### src/hw/rtl/brn_pkg.sv
// Shared types, constants and numeral tables for the binary to Roman numeral converter.
package brn_pkg;

  localparam int unsigned ValueWidth  = 16;
  localparam int unsigned RemWidth    = 12;
  localparam int unsigned SymWidth    = 7;
  localparam int unsigned StatusWidth = 2;
  localparam int unsigned NumSym      = 13;
  localparam int unsigned IdxWidth    = 4;

  localparam logic [ValueWidth-1:0] MaxRoman = 16'd3999;

  localparam logic [SymWidth-1:0] ChM    = 7'h4D;
  localparam logic [SymWidth-1:0] ChD    = 7'h44;
  localparam logic [SymWidth-1:0] ChC    = 7'h43;
  localparam logic [SymWidth-1:0] ChL    = 7'h4C;
  localparam logic [SymWidth-1:0] ChX    = 7'h58;
  localparam logic [SymWidth-1:0] ChV    = 7'h56;
  localparam logic [SymWidth-1:0] ChI    = 7'h49;
  localparam logic [SymWidth-1:0] ChNone = 7'h00;

  typedef enum logic [StatusWidth-1:0] {
    StatusOk    = 2'd0,
    StatusZero  = 2'd1,
    StatusRange = 2'd2
  } status_e;

  typedef struct packed {
    logic load;
    logic step;
  } dp_cmd_t;

  typedef struct packed {
    logic out_free;
    logic special;
    logic step_last;
  } dp_stat_t;

  // Greedy table, largest first; subtractive forms are two-letter entries.
  function automatic logic [RemWidth-1:0] sym_value(input logic [IdxWidth-1:0] idx);
    logic [RemWidth-1:0] v;
    case (idx)
      4'd0:    v = 12'd1000;
      4'd1:    v = 12'd900;
      4'd2:    v = 12'd500;
      4'd3:    v = 12'd400;
      4'd4:    v = 12'd100;
      4'd5:    v = 12'd90;
      4'd6:    v = 12'd50;
      4'd7:    v = 12'd40;
      4'd8:    v = 12'd10;
      4'd9:    v = 12'd9;
      4'd10:   v = 12'd5;
      4'd11:   v = 12'd4;
      4'd12:   v = 12'd1;
      default: v = 12'd0;
    endcase
    return v;
  endfunction

  function automatic logic [SymWidth-1:0] sym_first(input logic [IdxWidth-1:0] idx);
    logic [SymWidth-1:0] c;
    case (idx)
      4'd0:    c = ChM;
      4'd1:    c = ChC;
      4'd2:    c = ChD;
      4'd3:    c = ChC;
      4'd4:    c = ChC;
      4'd5:    c = ChX;
      4'd6:    c = ChL;
      4'd7:    c = ChX;
      4'd8:    c = ChX;
      4'd9:    c = ChI;
      4'd10:   c = ChV;
      4'd11:   c = ChI;
      4'd12:   c = ChI;
      default: c = ChNone;
    endcase
    return c;
  endfunction

  function automatic logic [SymWidth-1:0] sym_second(input logic [IdxWidth-1:0] idx);
    logic [SymWidth-1:0] c;
    case (idx)
      4'd1:    c = ChM;
      4'd3:    c = ChD;
      4'd5:    c = ChC;
      4'd7:    c = ChL;
      4'd9:    c = ChX;
      4'd11:   c = ChV;
      default: c = ChNone;
    endcase
    return c;
  endfunction

  function automatic logic sym_pair(input logic [IdxWidth-1:0] idx);
    return idx[0] && (idx != 4'd13) && (idx < 4'd12);
  endfunction

endpackage

### src/hw/rtl/brn_value_if.sv
// Input channel carrying one binary number per word.
interface brn_value_if;
  logic                             valid;
  logic                             ready;
  logic [brn_pkg::ValueWidth-1:0]   value;

  modport source (output valid, output value, input ready);
  modport sink   (input valid, input value, output ready);
endinterface

### src/hw/rtl/brn_symbol_if.sv
// Output channel carrying one numeral character per word.
interface brn_symbol_if;
  logic                              valid;
  logic                              ready;
  logic [brn_pkg::SymWidth-1:0]      symbol;
  logic                              last;
  logic [brn_pkg::StatusWidth-1:0]   status;

  modport source (output valid, output symbol, output last, output status, input ready);
  modport sink   (input valid, input symbol, input last, input status, output ready);
endinterface

### src/hw/rtl/binary_to_roman_numeral_core.sv
// Top level of the binary to Roman numeral converter.
// The accepted word is loaded into the remainder register; the controller then steps, and each step
// registers one character into the output register, one per cycle while the output is not held off.
// After the last character the controller returns to idle and takes the next word once the output is free.
// Zero and out-of-range values give one word and leave the controller idle, ready once the output is free.
// Reset is asynchronous and active low; it empties the output register and returns to idle.
module binary_to_roman_numeral_core (
  input  logic         clk_i,
  input  logic         rst_ni,
  brn_value_if.sink    in_i,
  brn_symbol_if.source out_o
);

  brn_pkg::dp_cmd_t  cmd;
  brn_pkg::dp_stat_t stat;

  brn_ctrl u_ctrl (
    .clk_i      (clk_i),
    .rst_ni     (rst_ni),
    .in_valid_i (in_i.valid),
    .in_ready_o (in_i.ready),
    .stat_i     (stat),
    .cmd_o      (cmd)
  );

  brn_datapath u_datapath (
    .clk_i       (clk_i),
    .rst_ni      (rst_ni),
    .cmd_i       (cmd),
    .stat_o      (stat),
    .value_i     (in_i.value),
    .out_ready_i (out_o.ready),
    .out_valid_o (out_o.valid),
    .symbol_o    (out_o.symbol),
    .last_o      (out_o.last),
    .status_o    (out_o.status)
  );

  // A word with a zero or range status is always a lone, final word with no character.
  assert property (@(posedge clk_i) disable iff (!rst_ni)
    (out_o.valid && (out_o.status != brn_pkg::StatusOk)) |->
      (out_o.last && (out_o.symbol == brn_pkg::ChNone)))
    else $error("special result carries a character or is not final");

  // Every ordinary word carries one of the seven numeral letters.
  assert property (@(posedge clk_i) disable iff (!rst_ni)
    (out_o.valid && (out_o.status == brn_pkg::StatusOk)) |->
      ((out_o.symbol == brn_pkg::ChM) || (out_o.symbol == brn_pkg::ChD) ||
       (out_o.symbol == brn_pkg::ChC) || (out_o.symbol == brn_pkg::ChL) ||
       (out_o.symbol == brn_pkg::ChX) || (out_o.symbol == brn_pkg::ChV) ||
       (out_o.symbol == brn_pkg::ChI)))
    else $error("ordinary result is not a numeral letter");

  // An accepted zero value is answered in the next cycle with the empty-numeral status.
  assert property (@(posedge clk_i) disable iff (!rst_ni)
    (in_i.valid && in_i.ready && (in_i.value == '0)) |=>
      (out_o.valid && (out_o.status == brn_pkg::StatusZero)))
    else $error("zero value not answered with empty status");

endmodule

### src/hw/rtl/brn_datapath.sv
// Remainder register, greedy numeral table search and output register.
module brn_datapath (
  input  logic                            clk_i,
  input  logic                            rst_ni,
  input  brn_pkg::dp_cmd_t                cmd_i,
  output brn_pkg::dp_stat_t               stat_o,
  input  logic [brn_pkg::ValueWidth-1:0]  value_i,
  input  logic                            out_ready_i,
  output logic                            out_valid_o,
  output logic [brn_pkg::SymWidth-1:0]    symbol_o,
  output logic                            last_o,
  output logic [brn_pkg::StatusWidth-1:0] status_o
);

  logic [brn_pkg::RemWidth-1:0]    rem_q, rem_d;
  logic                            pend_q, pend_d;
  logic [brn_pkg::SymWidth-1:0]    pend_char_q, pend_char_d;
  logic                            out_valid_q, out_valid_d;
  logic [brn_pkg::SymWidth-1:0]    out_sym_q;
  logic                            out_last_q;
  logic [brn_pkg::StatusWidth-1:0] out_status_q;

  logic [brn_pkg::IdxWidth-1:0]    sel;
  logic [brn_pkg::RemWidth-1:0]    rem_sub;
  logic [brn_pkg::SymWidth-1:0]    step_sym;
  logic                            step_last;
  logic                            is_zero;
  logic                            is_range;
  logic                            out_free;

  assign is_zero  = (value_i == '0);
  assign is_range = (value_i > brn_pkg::MaxRoman);
  assign out_free = !out_valid_q || out_ready_i;

  always_comb begin
    sel = '0;
    for (int i = brn_pkg::NumSym - 1; i >= 0; i--) begin
      if (rem_q >= brn_pkg::sym_value(brn_pkg::IdxWidth'(i))) begin
        sel = brn_pkg::IdxWidth'(i);
      end
    end
    rem_sub = rem_q - brn_pkg::sym_value(sel);

    if (pend_q) begin
      step_sym    = pend_char_q;
      step_last   = (rem_q == '0);
      rem_d       = rem_q;
      pend_d      = 1'b0;
      pend_char_d = pend_char_q;
    end else begin
      step_sym    = brn_pkg::sym_first(sel);
      rem_d       = rem_sub;
      pend_d      = brn_pkg::sym_pair(sel);
      pend_char_d = brn_pkg::sym_second(sel);
      step_last   = !brn_pkg::sym_pair(sel) && (rem_sub == '0);
    end
  end

  always_comb begin
    out_valid_d = out_valid_q && !out_ready_i;
    if ((cmd_i.load && (is_zero || is_range)) || cmd_i.step) begin
      out_valid_d = 1'b1;
    end
  end

  always_ff @(posedge clk_i or negedge rst_ni) begin
    if (!rst_ni) begin
      out_valid_q <= 1'b0;
      pend_q      <= 1'b0;
    end else begin
      out_valid_q <= out_valid_d;
      if (cmd_i.load) begin
        pend_q <= 1'b0;
      end else if (cmd_i.step) begin
        pend_q <= pend_d;
      end
    end
  end

  always_ff @(posedge clk_i) begin
    if (cmd_i.load) begin
      rem_q <= value_i[brn_pkg::RemWidth-1:0];
      if (is_zero) begin
        out_sym_q    <= brn_pkg::ChNone;
        out_last_q   <= 1'b1;
        out_status_q <= brn_pkg::StatusZero;
      end else if (is_range) begin
        out_sym_q    <= brn_pkg::ChNone;
        out_last_q   <= 1'b1;
        out_status_q <= brn_pkg::StatusRange;
      end
    end else if (cmd_i.step) begin
      rem_q        <= rem_d;
      pend_char_q  <= pend_char_d;
      out_sym_q    <= step_sym;
      out_last_q   <= step_last;
      out_status_q <= brn_pkg::StatusOk;
    end
  end

  assign stat_o.out_free  = out_free;
  assign stat_o.special   = is_zero || is_range;
  assign stat_o.step_last = step_last;

  assign out_valid_o = out_valid_q;
  assign symbol_o    = out_sym_q;
  assign last_o      = out_last_q;
  assign status_o    = out_status_q;

endmodule

### src/hw/rtl/brn_ctrl.sv
// Controller state machine that sequences one number's conversion.
module brn_ctrl (
  input  logic              clk_i,
  input  logic              rst_ni,
  input  logic              in_valid_i,
  output logic              in_ready_o,
  input  brn_pkg::dp_stat_t stat_i,
  output brn_pkg::dp_cmd_t  cmd_o
);

  localparam logic StIdle = 1'b0;
  localparam logic StConv = 1'b1;

  logic state_q, state_d;

  always_comb begin
    state_d    = state_q;
    in_ready_o = 1'b0;
    cmd_o      = '0;
    case (state_q)
      StIdle: begin
        in_ready_o = stat_i.out_free;
        cmd_o.load = in_valid_i && stat_i.out_free;
        if (cmd_o.load && !stat_i.special) begin
          state_d = StConv;
        end
      end
      StConv: begin
        cmd_o.step = stat_i.out_free;
        if (cmd_o.step && stat_i.step_last) begin
          state_d = StIdle;
        end
      end
      default: begin
        state_d = StIdle;
      end
    endcase
  end

  always_ff @(posedge clk_i or negedge rst_ni) begin
    if (!rst_ni) begin
      state_q <= StIdle;
    end else begin
      state_q <= state_d;
    end
  end

endmodule

### src/flat_wrapper.sv
// flat-port wrapper written by rule: the top's interface ports become plain ports
module binary_to_roman_numeral_core_flat 
  (clk_i, rst_ni, in_i_valid, in_i_value, in_i_ready, out_o_valid, out_o_symbol, out_o_last, out_o_status, out_o_ready);
  brn_value_if in_i_i ();
  brn_symbol_if out_o_i ();
  input  logic clk_i;
  input  logic rst_ni;
  input wire logic [$bits(in_i_i.valid)-1:0] in_i_valid;
  input wire logic [$bits(in_i_i.value)-1:0] in_i_value;
  output wire logic [$bits(in_i_i.ready)-1:0] in_i_ready;
  output wire logic [$bits(out_o_i.valid)-1:0] out_o_valid;
  output wire logic [$bits(out_o_i.symbol)-1:0] out_o_symbol;
  output wire logic [$bits(out_o_i.last)-1:0] out_o_last;
  output wire logic [$bits(out_o_i.status)-1:0] out_o_status;
  input wire logic [$bits(out_o_i.ready)-1:0] out_o_ready;
  assign in_i_i.valid = in_i_valid;
  assign in_i_i.value = in_i_value;
  assign in_i_ready = in_i_i.ready;
  assign out_o_valid = out_o_i.valid;
  assign out_o_symbol = out_o_i.symbol;
  assign out_o_last = out_o_i.last;
  assign out_o_status = out_o_i.status;
  assign out_o_i.ready = out_o_ready;
  binary_to_roman_numeral_core u_core (.clk_i(clk_i), .rst_ni(rst_ni), .in_i(in_i_i), .out_o(out_o_i));
endmodule
### config.mk
export PLATFORM = sky130hd
export DESIGN_NAME = binary_to_roman_numeral_core_flat
export DESIGN_NICKNAME = d
export VERILOG_FILES = /design/src/hw/rtl/brn_pkg.sv /design/src/hw/rtl/brn_value_if.sv /design/src/hw/rtl/brn_symbol_if.sv /design/src/hw/rtl/binary_to_roman_numeral_core.sv /design/src/hw/rtl/brn_datapath.sv /design/src/hw/rtl/brn_ctrl.sv /design/src/flat_wrapper.sv
export SDC_FILE = /design/constraint.sdc
export NUM_CORES = 1
export LEC_CHECK = 0
export BUFFER_PORTS_ARGS = -buffer_cell sky130_fd_sc_hd__buf_2
export CAP_MARGIN = 20
export CORE_AREA = 4 4 77 79
export CTS_CLUSTER_SIZE = 25
export DETAILED_ROUTE_END_ITERATION = 8
export DIE_AREA = 0 0 81 83
export PLACE_DENSITY = 0.73
export SYNTH_ARGS = -nofsm -noshare
export SYNTH_HDL_FRONTEND = slang
export SYNTH_SLANG_ARGS = --single-unit
### constraint.sdc
create_clock -name clk_i -period 4.7 [get_ports clk_i]
set_clock_uncertainty 0.05 [all_clocks]
set_input_delay 0.47 -clock clk_i [delete_from_list [all_inputs] [get_ports clk_i]]
set_output_delay 0.47 -clock clk_i [all_outputs]
set_load 0.005 [all_outputs]
## Word level (Yosys, flattened, before mapping)

Memories as Yosys holds them, arrays and structs flattened.
Cells that the tools add are included.

- Memory bits (read-only): 256
- Logic and storage cells: 101
- Bits of input ports: 20
- Memories kept: 2
- Output and inout bits: 12
- Register bits: 32

Memory list:

| name | depth | bits a word | rd ports | clocked after Yosys merged registers in | write ports | RTL line | RTL |
|---|---|---|---|---|---|---|---|
| (no name shown) | 16 | 10 | 1 | 0 | 0 | brn_pkg.sv:42 | `case (idx)` |
| (no name shown) | 16 | 6 | 1 | 0 | 0 | brn_pkg.sv:63 | `case (idx)` |

- Bitwise operators: 3
- Add/sub/neg operators: 1
- Reductions and logical operators: 22
- Magnitude comparators: 15
- Eq/ne operators: 9
- Mux-type cells: 41

Operators by type and width:

| cell | count |
|---|---|
| $mux W4 | 13 |
| $pmux W7 S6 | 1 |
| $mux W12 | 3 |
| $mux W7 | 5 |
| $ge A12 B10 Y1 const B | 2 |
| $ge A12 B3 Y1 const B | 2 |
| $ge A12 B4 Y1 const B | 2 |
| $ge A12 B6 Y1 const B | 2 |
| $ge A12 B7 Y1 const B | 2 |
| $ge A12 B9 Y1 const B | 2 |
| $logic_not A12 Y1 | 2 |
| $gt A16 B12 Y1 const B | 1 |
| $logic_not A16 Y1 | 1 |
| $mux W1 | 14 |
| $ge A12 B1 Y1 const B | 1 |
| $sub A12 B12 Y12 | 1 |
| $eq A4 B3 Y1 const B | 2 |
| $eq A4 B4 Y1 const B | 2 |
| $logic_and A1 B1 Y1 | 8 |
| $mux W2 | 4 |
| $eq A4 B1 Y1 const B | 1 |
| $eq A4 B2 Y1 const B | 1 |
| $logic_not A1 Y1 | 4 |
| $lt A4 B4 Y1 const B | 1 |
| other kinds (9) | 14 |

## Logic depth before layout (Yosys ltp)

- Word-level depth: 23
- Depth in mapped cells: 19
- Gate-level depth less buffers: 18

## Hierarchy

Synthesis repeated with hierarchy kept, for this count alone.

- Cell total of the unflattened synthesis: 277
- Area, all modules: 2472.4 µm²

Modules (own cells, without submodules):

| module | sequential area each (µm²) | cells each | times used | area each (µm²) |
|---|---|---|---|---|
| brn_datapath | 860.8 | 271 | 1 | 2399.8 |
| brn_ctrl | 25.0 | 6 | 1 | 72.6 |

## Least setup slack after synthesis

OpenSTA, ideal clock, no wires.

- Path type: register to register
- Start point: register u_core.u_datapath.rem_q[4] in the netlist's numbering
- End point: register u_core.u_ctrl.state_q
- Buffers on the path: 2
- Setup time: 0.120 ns
- Arrival time: 4.684 ns
- Stages on the path, launching flop included: 19
- Data required time: 4.530 ns
- Slack: -0.154 ns
- Clock period less this slack: 4.854 ns
- Cells stage by stage: edfxtp_1 clkbuf_1 or3_1 a2111oi_0 and3_1 a211oi_1 clkbuf_1 ha_1 a21boi_0 nor2_1 ha_1 fa_1 nand2b_1 a21bo_2 a31o_2 a211oi_1 nand4_1 or4_4 a31o_1

- Longest elaborated chain between the ends: 23
- Elaborated cells between the ends (all ways): 40
- Classes of those cells: add/sub: 1; order compare: 14; eq/ne: 1; mux: 16; reduce/logical: 7; memory: 1

RTL lines:

| item | RTL line | RTL |
|---|---|---|
| start, declared | brn_datapath.sv:15 | `logic [brn_pkg::RemWidth-1:0] rem_q, rem_d;` |
| start signal, assigned | brn_datapath.sv:82 | `rem_q <= value_i[brn_pkg::RemWidth-1:0];` |
| start signal, assigned | brn_datapath.sv:93 | `rem_q <= rem_d;` |
| parallel branches: the longest is 19 deep, another holds $ge A12 B1 Y1 | -- |  |
| $mux W1 * | brn_datapath.sv:44 | `if (pend_q) begin` |
| $logic_and A1 B1 Y1 * | brn_ctrl.sv:30 | `if (cmd_o.step && stat_i.step_last) begin` |
| $mux W1 * | brn_ctrl.sv:30 |  |
| $pmux W1 S2 * | brn_ctrl.sv:20 | `case (state_q)` |
| via u_core.u_ctrl.state_d | brn_ctrl.sv:14 | `logic state_q, state_d;` |
| end signal, assigned | brn_ctrl.sv:42 | `state_q <= StIdle;` |
| end signal, assigned | brn_ctrl.sv:44 | `state_q <= state_d;` |
| end, declared | brn_ctrl.sv:14 |  |

Mark *: on every way through the listed nets, which the timed path passes.
A chain may end at the register's enable or synchronous reset.

## Worst setup path after layout

- Start point: register u_core.u_datapath.rem_q[3] in the netlist's numbering
- End point: register u_core.u_ctrl.state_q

Same word-level chain as after synthesis.

==> results.md <==
- Global-route wire length before repair: 11800 microns
- Seq/Total Area, Yosys: 0.349
- Area leader, netlist: edfxtp_1
- Post-DRT Antenna Nets: 0
- Initial antenna violation count: 0
- I/O pin count: 32
- CP dominant cell by count: a211oi_2
- DIE HEIGHT: 83 microns
- Synth area leaders: edfxtp_1 32%, ha_1 7.4%, nor2_1 5.3%, o21ai_0 4.7%, nand2_1 3.8%
- Status: finished clean
- FF/Latch Area: 886 sq um
- DIE AREA: 6720 sq um
- DRT Pass-1 Iters: 5
- Most common cell in the netlist: nor2_1
- Fin Setup TNS: 0 ps
- CTS Buffer Depth: 2
- EDFF count, synth: 27
- Top_reg_cell synth: edfxtp_1
- Reg2reg setup slack: 90 ps
- # diodes: 0
- # DRC: 0
- Post-synthesis compound-gate area fraction: 0.257
- Multi-input logic area: 1710 sq um
- Slew headroom: 0.499
- Worst slew pin tran: 748 ps
- Yosys warns: 0
- Area of the mapped netlist: 2540 sq um
- VDD IR-drop max: 0.000577 V
- Final Cell Area: 3220 sq um
- Largest net degree at the start of global routing: 23
- Largest family of logic cells by synthesized area: compound AO/OA/AOI/OAI gates
- # clock sinks: 30
- Horiz. Die Dim: 81 microns
- Site row count: 27
- WL per Instance: 16.9 microns
- Final setup vio count: 0
- Port Buffers: 30
- Startpoint type of the worst setup path: flop
- RSZ-0062 raised after global routing: yes
- Worst-Skew Late Latency: 280 ps
- Hold crit path type: input port to flop
- Synthesized flop and latch total: 30
- Vias in the first global route: 2534
- Max-slew violations: 0
- Post-synthesis mux area share: 0.00394
- H-tree Lvls: 2
- Critical path required time: 4820 ps
- CP peak stage delay: 490 ps
- Adder-Cell Fraction of Synth Area: 0.0817
- Worst EP arrival: 4730 ps
- DPL Wire Length: 5540 microns
- Asr flop ratio synth: 0.100
- Nets: 394
- Final GP Congestion: 0.987
- Final Hold Vio Count: 0
- Filler cells: 491
- Overflow after GRT: 0
- Synthesized area per cell: 8.44 sq um
- Critical path's slowest cell: or4_4
- Root buffer cell: clkbuf_8
- Buf/Inv on CP: 1
- Placed Instances: 419
- Setup Crit Path Kind: flop to flop
- Simple-Gate Fraction of Synth Area: 0.251
- Via count: 2624
- Period Utilization, post-route: 0.982
- CP Capture Type: flop
- Layout area overhead: 26.6%
- Crit path max-delay family: compound AO/OA/AOI/OAI gates
- CTS tree: yes
- Max Fclk: 217 MHz
- Cell count after synthesis: 301
- Yosys top cell area share: 0.319
- Net Count, Synth: 337
- GRT Util Overall: 0.224
- Top cells by count, synth: 36 x nor2_1, 27 x edfxtp_1, 26 x nand2_1, 24 x o21ai_0, 19 x a21oi_1
- CORE AREA: 5340 sq um
- Post-Synth XOR/XNOR Area: 0.0103
- Final min period: 4610 ps
- Post-synth cell types: 59
- Cell Chain, Critical Path: or3_4, a2111oi_4, and3_4, a211oi_2, buf_4, ha_4, nand2_1, a21boi_2, nor2_1, ha_2, fa_2, nand2b_4, a21bo_2, a31o_2, a211oi_2, nand4_1, or4_4, a31o_1
- Share of cells above drive strength 1: 0.309
- Final Non-Filler Cells: 431
- Drt initial violations: 259
- Detailed-route wire length: 7300 microns
- DR vias/cell: 6.09
- Max_cap viols: 0
- Final core occ: 0.603
- Reg clk slew, reported paths: 60 ps
- CP max FO: 4
- Num CTS Buffers: 5
- Initial Util: 0.476
- Leakage: 1.28 nW
- Post-DP Area: 2950 sq um
- Pwr dens: 872 nW/um^2
-- path summary, 6_finish.rpt --
| path | startpoint | to | cells after the start |
|---|---|---|---|
| min | in_i_valid | u_core.u_datapath.out_valid_o$_DFF_PN0_ | 3 |
| min in group asynchronous | rst_ni | u_core.u_datapath.out_valid_o$_DFF_PN0_ | 2 |
| max reg2reg | u_core.u_datapath.rem_q[3]$_DFFE_PP_ | u_core.u_ctrl.state_q$_DFF_PN0_ | 18 |
| min reg2reg | u_core.u_datapath.out_valid_o$_DFF_PN0_ | u_core.u_datapath.out_valid_o$_DFF_PN0_ | 2 |
| max | u_core.u_datapath.rem_q[3]$_DFFE_PP_ | u_core.u_ctrl.state_q$_DFF_PN0_ | 18 |
| max in group asynchronous | rst_ni | u_core.u_ctrl.state_q$_DFF_PN0_ | 2 |
-- metrics by stage --
stage	total power, mW	setup slack (ps)	hold WS [ps]
2_1_floorplan	1.78	7.29	124
3_3_place_gp	2.28	7.58	221
3_5_place_dp	2.32	-172	220
4_1_cts	2.55	22.8	406
5_1_grt	3.03	-108	436
6_report	2.81	85.1	421
-- flip-flops by register name, indices dropped and copies added (netlist names) --
register                       flops
u_core.u_datapath.rem_q           12
u_core.u_datapath.pend_char_q      6
u_core.u_datapath.symbol_o         6
u_core.u_datapath.status_o         2
u_core.u_ctrl.state_q              1
u_core.u_datapath.last_o           1
u_core.u_datapath.out_valid_o      1
u_core.u_datapath.pend_q           1
-- power by group --
group	internal [mW]	switching, mW
sequential	0.469	0.0734
clock	0.102	0.0963
combinational	0.924	1.14
total	1.49	1.31
-- kinds of logic after synthesis --
family | count (synthesis)
AOI/OAI and AO/OA | 96
and+or+nand+nor | 126
buffers and inverters | 28
DFF | 30
adders and majority gates | 16
other | 1
muxes | 1
xor gates and xnor gates | 3
-- layout by cell type (no fill, tap or decap), types with 4 or more instances in the layout --
cell type   n
buf_2      30
ha_1       11
a21oi_1    14
clkbuf_8    5
or2_2       4
nand3_1    13
o21ai_0    21
o31ai_1     6
a21oi_2     5
nor4_1      5
nor3_1      8
edfxtp_1   27
nor2b_1     4
buf_4      31
nor2_1     36
nand2_1    26
o211ai_1    5
a31oi_1     7
inv_1      15
-- tightest hold or removal path, cell delays in order --
cell,delay [ps]
buf_2,100
a21oi_1,70
nand2_1,70
-- layout make-up --
type | instances | share of cell area
Multi-Input combinational cell | 243 | 0.530
Sequential cell | 30 | 0.275
Clock buffer | 6 | 0.0226
Timing Repair Buffer | 62 | 0.122
Clock inverter | 2 | 0.00311
Tap cell | 72 | 0.0280
Inverter | 16 | 0.0187
-- layer usage --
layer  vias up  routed length (microns)  GRT usage
met3        21                      470     0.0401
met2       115                     3660      0.370
met1      1234                     2970      0.282
li1       1254                        -          -
met5         -                        0          0
met4         0                      193     0.0968
-- what timing repair did --
action | 4_1_cts | 5_1_grt
resized for setup | 4 | 29
buffers inserted | 0 | 3
endpoints found under the hold margin | 3 | 0
pin swaps | 1 | 13
hold buffers | 1 | 0
setup endpoints to repair | 2 | 2
No activity file was read; power rests on OpenSTA's default activity.
